$ cat src/sv/compacting_key_value_table_defines.svh
// assertion macros for the compacting key-value table
`ifndef COMPACTING_KEY_VALUE_TABLE_DEFINES_SVH
`define COMPACTING_KEY_VALUE_TABLE_DEFINES_SVH

// condition that must hold at every clock edge out of reset
`define KVT_ASSERT_ALWAYS(label, cond, msg) \
	label: assert property (@(posedge clk) disable iff (!arst_n) (cond)) else $error(msg);

// same-cycle implication
`define KVT_ASSERT_IMPL(label, ante, cons, msg) \
	label: assert property (@(posedge clk) disable iff (!arst_n) (ante) |-> (cons)) else $error(msg);

`endif

$ cat src/sv/kvt_pkg.sv
package kvt_pkg;

	localparam int CMD_W       = 2;
	localparam int KEY_W       = 64;
	localparam int VALUE_W     = 32;
	localparam int COUNT_OUT_W = 5;

	localparam int DEF_ENTRIES  = 16;
	localparam int DEF_KEY_BITS = 64;

	// command queue between front and back, power of two
	localparam int QUEUE_DEPTH = 2;

	localparam logic [CMD_W-1:0] CMD_SET = 2'd0;
	localparam logic [CMD_W-1:0] CMD_GET = 2'd1;
	localparam logic [CMD_W-1:0] CMD_DEL = 2'd2;

	typedef enum logic [1:0] {
		OP_SET,
		OP_GET,
		OP_DEL,
		OP_NOP
	} op_kind_t;

	typedef enum logic [1:0] {
		B_IDLE,
		B_SRCH,
		B_SHIFT
	} back_state_t;

	typedef struct packed {
		logic [CMD_W-1:0]          cmd;
		logic [KEY_W-1:0]          key;
		logic signed [VALUE_W-1:0] value;
	} item_t;

	typedef struct packed {
		logic signed [VALUE_W-1:0] read_value;
		logic                      found;
		logic [COUNT_OUT_W-1:0]    entry_count;
		logic                      status;
	} result_t;

	// classified operation as it sits in the queue
	typedef struct packed {
		op_kind_t                  kind;
		logic [KEY_W-1:0]          key;
		logic signed [VALUE_W-1:0] value;
	} op_t;

endpackage

$ cat src/sv/kvt_front.sv
module kvt_front #(
	parameter int KEY_BITS = kvt_pkg::DEF_KEY_BITS
) (
	input  logic            clk,
	input  logic            arst_n,
	input  logic            start,
	output logic            busy,
	input  kvt_pkg::item_t  item,
	output logic            q_valid,
	input  logic            q_pop,
	output kvt_pkg::op_t    q_op
);
	import kvt_pkg::*;

	localparam int QW = (QUEUE_DEPTH > 1) ? $clog2(QUEUE_DEPTH) : 1;
	localparam logic [KEY_W-1:0] KEY_MASK = {KEY_W{1'b1}} >> (KEY_W - KEY_BITS);
	localparam logic [QW:0] FULL = (QW + 1)'(QUEUE_DEPTH);

	op_t             fifo_q [QUEUE_DEPTH];
	logic [QW-1:0]   wr_ptr_q;
	logic [QW-1:0]   rd_ptr_q;
	logic [QW:0]     fill_q;
	logic            push;
	op_t             op_in;

	// decode the command and trim the key to the stored width
	always_comb begin
		op_in.key   = item.key & KEY_MASK;
		op_in.value = item.value;
		case (item.cmd)
			CMD_SET: op_in.kind = OP_SET;
			CMD_GET: op_in.kind = OP_GET;
			CMD_DEL: op_in.kind = OP_DEL;
			default: op_in.kind = OP_NOP;
		endcase
	end

	assign busy    = (fill_q == FULL);
	assign push    = start && !busy;
	assign q_valid = (fill_q != '0);
	assign q_op    = fifo_q[rd_ptr_q];

	always_ff @(posedge clk or negedge arst_n) begin
		if (!arst_n) begin
			wr_ptr_q <= '0;
			rd_ptr_q <= '0;
			fill_q   <= '0;
		end else begin
			if (push) begin
				wr_ptr_q <= wr_ptr_q + QW'(1);
			end
			if (q_pop) begin
				rd_ptr_q <= rd_ptr_q + QW'(1);
			end
			fill_q <= fill_q + (QW + 1)'(push) - (QW + 1)'(q_pop);
		end
	end

	always_ff @(posedge clk) begin
		if (push) begin
			fifo_q[wr_ptr_q] <= op_in;
		end
	end

endmodule

$ cat src/sv/kvt_back.sv
module kvt_back #(
	parameter int ENTRIES  = kvt_pkg::DEF_ENTRIES,
	parameter int KEY_BITS = kvt_pkg::DEF_KEY_BITS
) (
	input  logic              clk,
	input  logic              arst_n,
	input  logic              q_valid,
	output logic              q_pop,
	input  kvt_pkg::op_t      q_op,
	output logic              done,
	output kvt_pkg::result_t  result
);
	import kvt_pkg::*;

	localparam int CW = $clog2(ENTRIES + 1);
	localparam int AW = (ENTRIES > 1) ? $clog2(ENTRIES) : 1;
	localparam logic [CW-1:0] CNT_MAX = CW'(ENTRIES);

	logic [KEY_BITS-1:0] key_mem [ENTRIES];
	logic [VALUE_W-1:0]  val_mem [ENTRIES];

	back_state_t         state_q, state_d;
	op_t                 cur_q;
	logic [CW-1:0]       count_q, count_d;
	logic [CW-1:0]       rd_idx_q, rd_idx_d;
	logic                vld_s1;
	logic [AW-1:0]       idx_s1;
	logic [KEY_BITS-1:0] key_s1;
	logic [VALUE_W-1:0]  val_s1;
	logic                done_q;
	result_t             result_q;

	op_t                 op_w;
	logic                rd_en;
	logic                key_we, val_we;
	logic [AW-1:0]       wr_addr;
	logic [KEY_BITS-1:0] wr_key;
	logic [VALUE_W-1:0]  wr_val;
	logic                emit;
	result_t             res_d;
	logic                hit, last;

	assign op_w = (state_q == B_IDLE) ? q_op : cur_q;
	assign hit  = vld_s1 && (key_s1 == cur_q.key[KEY_BITS-1:0]);
	assign last = vld_s1 && ((CW'(idx_s1) + CW'(1)) == count_q);

	always_comb begin
		state_d  = state_q;
		count_d  = count_q;
		q_pop    = 1'b0;
		rd_en    = 1'b0;
		rd_idx_d = rd_idx_q;
		key_we   = 1'b0;
		val_we   = 1'b0;
		wr_addr  = idx_s1;
		wr_key   = key_s1;
		wr_val   = val_s1;
		emit     = 1'b0;
		res_d.read_value = '0;
		res_d.found      = 1'b0;
		res_d.status     = 1'b0;

		case (state_q)
			B_IDLE: begin
				rd_idx_d = '0;
				if (q_valid) begin
					q_pop = 1'b1;
					if (q_op.kind == OP_NOP || count_q == '0) begin
						emit = 1'b1;
					end else begin
						state_d = B_SRCH;
					end
				end
			end
			B_SRCH: begin
				rd_en    = (rd_idx_q < count_q);
				rd_idx_d = rd_idx_q + CW'(rd_en);
				if (hit) begin
					res_d.found = 1'b1;
					case (cur_q.kind)
						OP_GET: begin
							res_d.read_value = val_s1;
							emit    = 1'b1;
							state_d = B_IDLE;
						end
						OP_SET: begin
							val_we  = 1'b1;
							wr_val  = cur_q.value;
							emit    = 1'b1;
							state_d = B_IDLE;
						end
						OP_DEL: begin
							if (last) begin
								count_d = count_q - CW'(1);
								emit    = 1'b1;
								state_d = B_IDLE;
							end else begin
								state_d = B_SHIFT;
							end
						end
						default: begin
							emit    = 1'b1;
							state_d = B_IDLE;
						end
					endcase
				end else if (last) begin
					emit    = 1'b1;
					state_d = B_IDLE;
				end
			end
			B_SHIFT: begin
				// read slot j+2 while writing the previous read, slot j+1, into slot j
				rd_en    = (rd_idx_q < count_q);
				rd_idx_d = rd_idx_q + CW'(rd_en);
				if (vld_s1) begin
					key_we  = 1'b1;
					val_we  = 1'b1;
					wr_addr = idx_s1 - AW'(1);
					if (last) begin
						count_d     = count_q - CW'(1);
						res_d.found = 1'b1;
						emit        = 1'b1;
						state_d     = B_IDLE;
					end
				end
			end
			default: begin
				state_d = B_IDLE;
			end
		endcase

		// miss on a set appends at the tail, or is refused when full
		if (emit && !res_d.found && op_w.kind == OP_SET) begin
			if (count_q < CNT_MAX) begin
				key_we  = 1'b1;
				val_we  = 1'b1;
				wr_addr = count_q[AW-1:0];
				wr_key  = op_w.key[KEY_BITS-1:0];
				wr_val  = op_w.value;
				count_d = count_q + CW'(1);
			end else begin
				res_d.status = 1'b1;
			end
		end
		res_d.entry_count = COUNT_OUT_W'(count_d);
	end

	always_ff @(posedge clk or negedge arst_n) begin
		if (!arst_n) begin
			state_q  <= B_IDLE;
			count_q  <= '0;
			rd_idx_q <= '0;
			vld_s1   <= 1'b0;
			done_q   <= 1'b0;
		end else begin
			state_q  <= state_d;
			count_q  <= count_d;
			rd_idx_q <= rd_idx_d;
			vld_s1   <= rd_en;
			done_q   <= emit;
		end
	end

	always_ff @(posedge clk) begin
		if (q_pop) begin
			cur_q <= q_op;
		end
		if (rd_en) begin
			idx_s1 <= rd_idx_q[AW-1:0];
		end
		if (emit) begin
			result_q <= res_d;
		end
	end

	always_ff @(posedge clk) begin
		if (key_we) begin
			key_mem[wr_addr] <= wr_key;
		end
		if (val_we) begin
			val_mem[wr_addr] <= wr_val;
		end
	end

	always_ff @(posedge clk) begin
		if (rd_en) begin
			key_s1 <= key_mem[rd_idx_q[AW-1:0]];
			val_s1 <= val_mem[rd_idx_q[AW-1:0]];
		end
	end

	assign done   = done_q;
	assign result = result_q;

endmodule

$ cat src/sv/compacting_key_value_table.sv
// compacting key-value table: up to ENTRIES keys, each with a 32-bit value,
// kept packed in slots 0 to count-1. a command beat is taken when start is
// high and busy is low; busy only rises when the two-deep command queue is
// full. each command gives exactly one result beat, a single-cycle pulse on
// done that cannot be held off, in command order. a command leaves the
// queue, then the key store is scanned one slot per cycle through its
// single registered read port; a delete then moves every later entry down
// at one slot per cycle, which ends at the same point a miss would. the
// engine takes the next command from the queue only once it is back in
// idle, and a command on an empty table or an unused code is answered
// without a scan. there is no clearing pass after reset.
`include "compacting_key_value_table_defines.svh"

module compacting_key_value_table #(
	parameter int ENTRIES  = kvt_pkg::DEF_ENTRIES,
	parameter int KEY_BITS = kvt_pkg::DEF_KEY_BITS
) (
	input  logic              clk,
	input  logic              arst_n,
	input  logic              start,
	output logic              busy,
	input  kvt_pkg::item_t    item,
	output logic              done,
	output kvt_pkg::result_t  result
);
	import kvt_pkg::*;

	// queue handoff between the decode side and the table engine
	logic q_valid;
	logic q_pop;
	op_t  q_op;

	// front: decode commands, mask keys, buffer up to two beats
	kvt_front #(
		.KEY_BITS (KEY_BITS)
	) u_front (
		.clk     (clk),
		.arst_n  (arst_n),
		.start   (start),
		.busy    (busy),
		.item    (item),
		.q_valid (q_valid),
		.q_pop   (q_pop),
		.q_op    (q_op)
	);

	// back: scan, update, append and compact the table, one result beat each
	kvt_back #(
		.ENTRIES  (ENTRIES),
		.KEY_BITS (KEY_BITS)
	) u_back (
		.clk     (clk),
		.arst_n  (arst_n),
		.q_valid (q_valid),
		.q_pop   (q_pop),
		.q_op    (q_op),
		.done    (done),
		.result  (result)
	);

	// a refused set only happens with a full table and never reports a value
	`KVT_ASSERT_IMPL(a_refused_full, done && result.status, result.entry_count == COUNT_OUT_W'(ENTRIES) && result.read_value == '0, "refused set without full table")
	// a miss never returns data
	`KVT_ASSERT_IMPL(a_miss_zero, done && !result.found, result.read_value == '0, "miss returned nonzero value")
	// a matched key is never refused
	`KVT_ASSERT_ALWAYS(a_hit_not_refused, !(done && result.found && result.status), "hit flagged as refused")

endmodule

$ cat config.mk
export PLATFORM = sky130hd
export DESIGN_NAME = compacting_key_value_table
export DESIGN_NICKNAME = d
export VERILOG_FILES = /design/src/sv/kvt_pkg.sv /design/src/sv/kvt_front.sv /design/src/sv/kvt_back.sv /design/src/sv/compacting_key_value_table.sv
export VERILOG_INCLUDE_DIRS = /design/src /design/src/sv
export SDC_FILE = /design/constraint.sdc
export NUM_CORES = 2
export LEC_CHECK = 0
export BUFFER_PORTS_ARGS = -buffer_cell sky130_fd_sc_hd__clkbuf_2
export CORE_MARGIN = 2
export CORE_UTILIZATION = 62
export CTS_CLUSTER_DIAMETER = 50
export DETAILED_ROUTE_END_ITERATION = 7
export PLACE_DENSITY = 0.79
export SYNTH_ARGS = -nofsm -noshare
export SYNTH_HDL_FRONTEND = slang
export SYNTH_SLANG_ARGS = --single-unit
export TNS_END_PERCENT = 100
$ cat constraint.sdc
create_clock -name clk -period 7.8 [get_ports clk]
set_input_delay 1.56 -clock clk [delete_from_list [all_inputs] [get_ports clk]]
set_output_delay 1.56 -clock clk [all_outputs]
set_load 0.02 [all_outputs]
==> parameters.txt <==
Parameter                              Value

Status
  Result of the run ... completed

STA
  # setup viols final ... 0
  Clk_skew ... 0.0460 ns
  Ratio of final minimum period to clock period ... 73.3%
  Final total negative setup slack ... 0 ns
  Maximum operating frequency ... 175 MHz
  RSZ-0062 raised after global routing ... no
  Transition at the pin with the smallest max-transition slack ... 1.33 ns
  Number of hold-slack violations in the final timing report ... 0
  Final hold slack ... 0.511 ns
  Minimum clock period ... 5.72 ns
  Post-route setup slack ... 2.08 ns
  Normalized max-slew margin ... 11.4%
  Slew Viols, Final ... 0

GRT
  Pin count of the biggest net entering global routing ... 156
  Total global-route track usage ... 30.4%
  Antenna violations before repair ... 6
  Total grt overflow ... 0
  Global-route wire length before repair ... 273,000 µm
  Number of global-route vias before repair ... 38,800

Route
  Count of nets left with antenna violations after detail routing ... 0
  Detail-routed net length per standard cell ... 34.2 µm
  Average vias per placed instance ... 6.93
  First-pass iteration count of the detailed router ... 6
  DRC violations left ... 0
  Total wire length after detailed routing ... 189,000 µm
  Initial DRC count ... 5,703
  Total number of vias ... 38,400

Clock network
  Maximum level of the CTS H-tree ... 4
  Clock Sinks ... 1,987
  Clock network latency to the later pin of the worst-skew pair ... 0.85 ns
  Number of CTS-inserted buffers ... 190
  Resized cells post-CTS ... 0
  Root buf cell ... sky130_fd_sc_hd__clkbuf_16
  Number of buffers added to fix hold violations after cts ... 0
  Number of buffers between clock root and the deepest sink ... 3
  CTS tree ... yes
  Post-CTS setup-driven buffer insertion count ... 0
  Clock slew seen by the registers of the worst setup and hold paths ... 0.06 ns

Power and ir drop
  Power density relative to cell area ... 391 nW/µm²
  Switch share ... 30.9%
  Clk network pwr share ... 27.9%
  Fraction of power consumed by sequential logic ... 46.2%
  Net switching power ... 10.5 mW
  Total Power Consumption ... 33.9 mW
  Logic gate share of total power ... 25.8%
  Static Leak ... 27.4 nW
  Internal power ... 23.4 mW
  Maximum VDD drop ... 298 µV

Die
  Rows ... 129
  Starting Density ... 62.3%
  Die area ... 127,000 µm²
  Boundary Pins ... 142
  Die Width ... 356 µm
  Total core area ... 123,000 µm²
  Height of the die ... 356 µm

Yosys
  Count of different cell masters after synthesis ... 62
  Count of flip-flops with a built-in enable after synthesis ... 1,969
  Sequential element share of the synthesized area ... 77.5%
  Register bit total from synthesis ... 1,987
  Count of yosys warnings during synthesis ... 0
  Post-synth top flop ... sky130_fd_sc_hd__edfxtp_1
  Instance count of the mapped netlist ... 3,465
  Avg Cell Area, Syn ... 22.2 µm²
  Area of the mapped netlist ... 76,800 µm²
  Number of nets produced by synthesis ... 3,582
  Proportion of synthesized flip-flops having asynchronous set or reset ... 0.906%

Setup path
  Required time of the critical path ... 8.26 ns
  Start of the worst register-to-register path ... u_back.state_q[1]$_DFFE_PN0P_
  Type of the worst setup path ... register to register
  Crit path max fanout ... 38
  Arrival time reported for the critical path endpoint ... 6.18 ns
  Worst setup path startpoint ... u_back.state_q[1]$_DFFE_PN0P_
  Crit path launch type ... register
  Endpoint kind of the worst setup timing path ... register

Placed design
  Post-detail-place hpwl ... 96,700 µm
  Count of input and output buffers ... 141
  Placer congestion estimate ... 0.899
  Cell Count Post-Placement ... 5,185
  Pre-CTS setup slack ... 2.21 ns

Min path
  Path type of the worst min-delay path ... register to register
  Startpoint of the lowest-slack hold path ... u_back.rd_idx_q[4]$_DFFE_PN0P_

Final layout
  NumNets Final ... 3,861
  Non-Filler Instances ... 5,541
  Area added between synthesis and finish ... 12.9%
  Count of filler cells inserted in the layout ... 6,894
  Share of post-route cells with drive strength above 1 ... 30.4%

Job
  Count of max-cap constraint violations ... 0
-- through the flow --
stage / instance area, µm² / util, %
finish: 86700 / 70.3
floorplan: 76800 / -
CTS: 86700 / 70.3
detailed placement: 80300 / 65.1
global placement: 80300 / 65.1
global route: 86700 / 70.3
-- critical path: stages (launching register included) --
cell and delay, ns:
sky130_fd_sc_hd__dfrtp_1 0.43, sky130_fd_sc_hd__inv_1 0.13, sky130_fd_sc_hd__ha_1 0.31, sky130_fd_sc_hd__inv_1 0.15
sky130_fd_sc_hd__or3_1 0.45, sky130_fd_sc_hd__or4_1 0.58, sky130_fd_sc_hd__o21a_1 0.36, sky130_fd_sc_hd__a2111oi_4 0.80
sky130_fd_sc_hd__mux2_2 0.46, sky130_fd_sc_hd__nor2_4 0.86, sky130_fd_sc_hd__buf_4 0.77
-- sequential cells by signal, summed over array words and instances, names as in the netlist, 2 cells and up --
signal,flops
u_back.key_mem,1024
u_front.fill_q,2
u_back.val_s1,32
u_front.fifo_q,196
u_back.idx_s1,4
u_back.key_s1,64
u_back.val_mem,512
u_back.state_q,2
u_back.cur_q,98
u_back.result,39
u_back.rd_idx_q,5
u_back.count_q,5
-- final timing paths --
check | to | slack, ns | depth (start not counted)
setup / recovery | u_back.key_mem[1][2]$_DFFE_PP_ | 2.08 | 10
hold / removal | u_back.rd_idx_q[4]$_DFFE_PN0P_ | 0.51 | 1
setup reg to reg | u_back.key_mem[1][2]$_DFFE_PP_ | 2.08 | 10
hold reg to reg | u_back.rd_idx_q[4]$_DFFE_PN0P_ | 0.51 | 1
max in group asynchronous | u_back.rd_idx_q[2]$_DFFE_PN0P_ | 6.60 | 1
min in group asynchronous | u_front.rd_ptr_q$_DFFE_PN0P_ | 0.73 | 1
-- cells in the final DEF, fill, tap and decap left out, types with 57 or more instances in the layout --
cell type                   count
sky130_fd_sc_hd__buf_4        109
sky130_fd_sc_hd__clkbuf_16    192
sky130_fd_sc_hd__clkbuf_2     141
sky130_fd_sc_hd__edfxtp_1    1969
sky130_fd_sc_hd__mux2_2       104
sky130_fd_sc_hd__mux2i_1       68
sky130_fd_sc_hd__mux4_2       480
sky130_fd_sc_hd__nand2_1       99
sky130_fd_sc_hd__o21ai_0       62
sky130_fd_sc_hd__xnor2_1       57
-- metal layers --
layer | global-route usage, % | vias up | routed length (µm)
met4 | 11.5 | 6 | 7120
met3 | 6.90 | 433 | 20900
met2 | 48.3 | 2848 | 93100
met1 | 41.9 | 20100 | 68000
li1 | - | 15100 | -
met5 | 0 | - | 79
-- cell type report --
cell class | count | area, µm² | area share [%]
sequential | 1987 | 59600 | 68.7
antenna | 1 | 2.50 | 0.00288
clock buffer | 224 | 4950 | 5.71
clock inverter | 127 | 1480 | 1.71
timing repair buffer | 258 | 1680 | 1.94
multi-input combinational | 1246 | 16700 | 19.3
inverter | 61 | 231 | 0.267
tap | 1637 | 2050 | 2.36
-- power by group through the flow --
stage               Clock, mW  Combinational, mW  Sequential (mW)
finish                   9.46               8.76             15.7
global route             9.91               9.22             15.7
CTS                      9.55               8.62             15.7
detailed placement          0               8.44             15.8
global placement            0               8.23             15.8
floorplan                   0               5.32             15.7
-- cells by family after synthesis --
logic type | after synthesis | synth area share (%)
compound gates | 219 | 1.79
xor+xnor | 60 | 0.702
fa+ha+maj | 16 | 0.261
buf+inv | 232 | 1.20
flops | 1987 | 77.5
mux | 652 | 16.5
simple gates | 299 | 2.02
-- cell usage after synthesis (all sizes together) (11+ instances only) --
library cell / number / area (µm²)
xnor2: 57 / 499
and2: 38 / 239
clkbuf: 122 / 458
nand2b: 17 / 109
a21oi: 18 / 90.1
a32oi: 33 / 289
inv: 58 / 218
nor2: 33 / 124
mux2: 104 / 1170
nand3: 22 / 110
o21ai: 115 / 576
edfxtp: 1969 / 59100
dfrtp: 18 / 450
mux2i: 68 / 681
mux4: 480 / 10800
nor3: 14 / 75.1
nor4: 11 / 68.8
or2b: 12 / 101
o22ai: 13 / 81.3
nand2: 99 / 372
buf: 49 / 236
nand4: 33 / 206
ha: 16 / 200
Power figures use the tool's default switching activity.
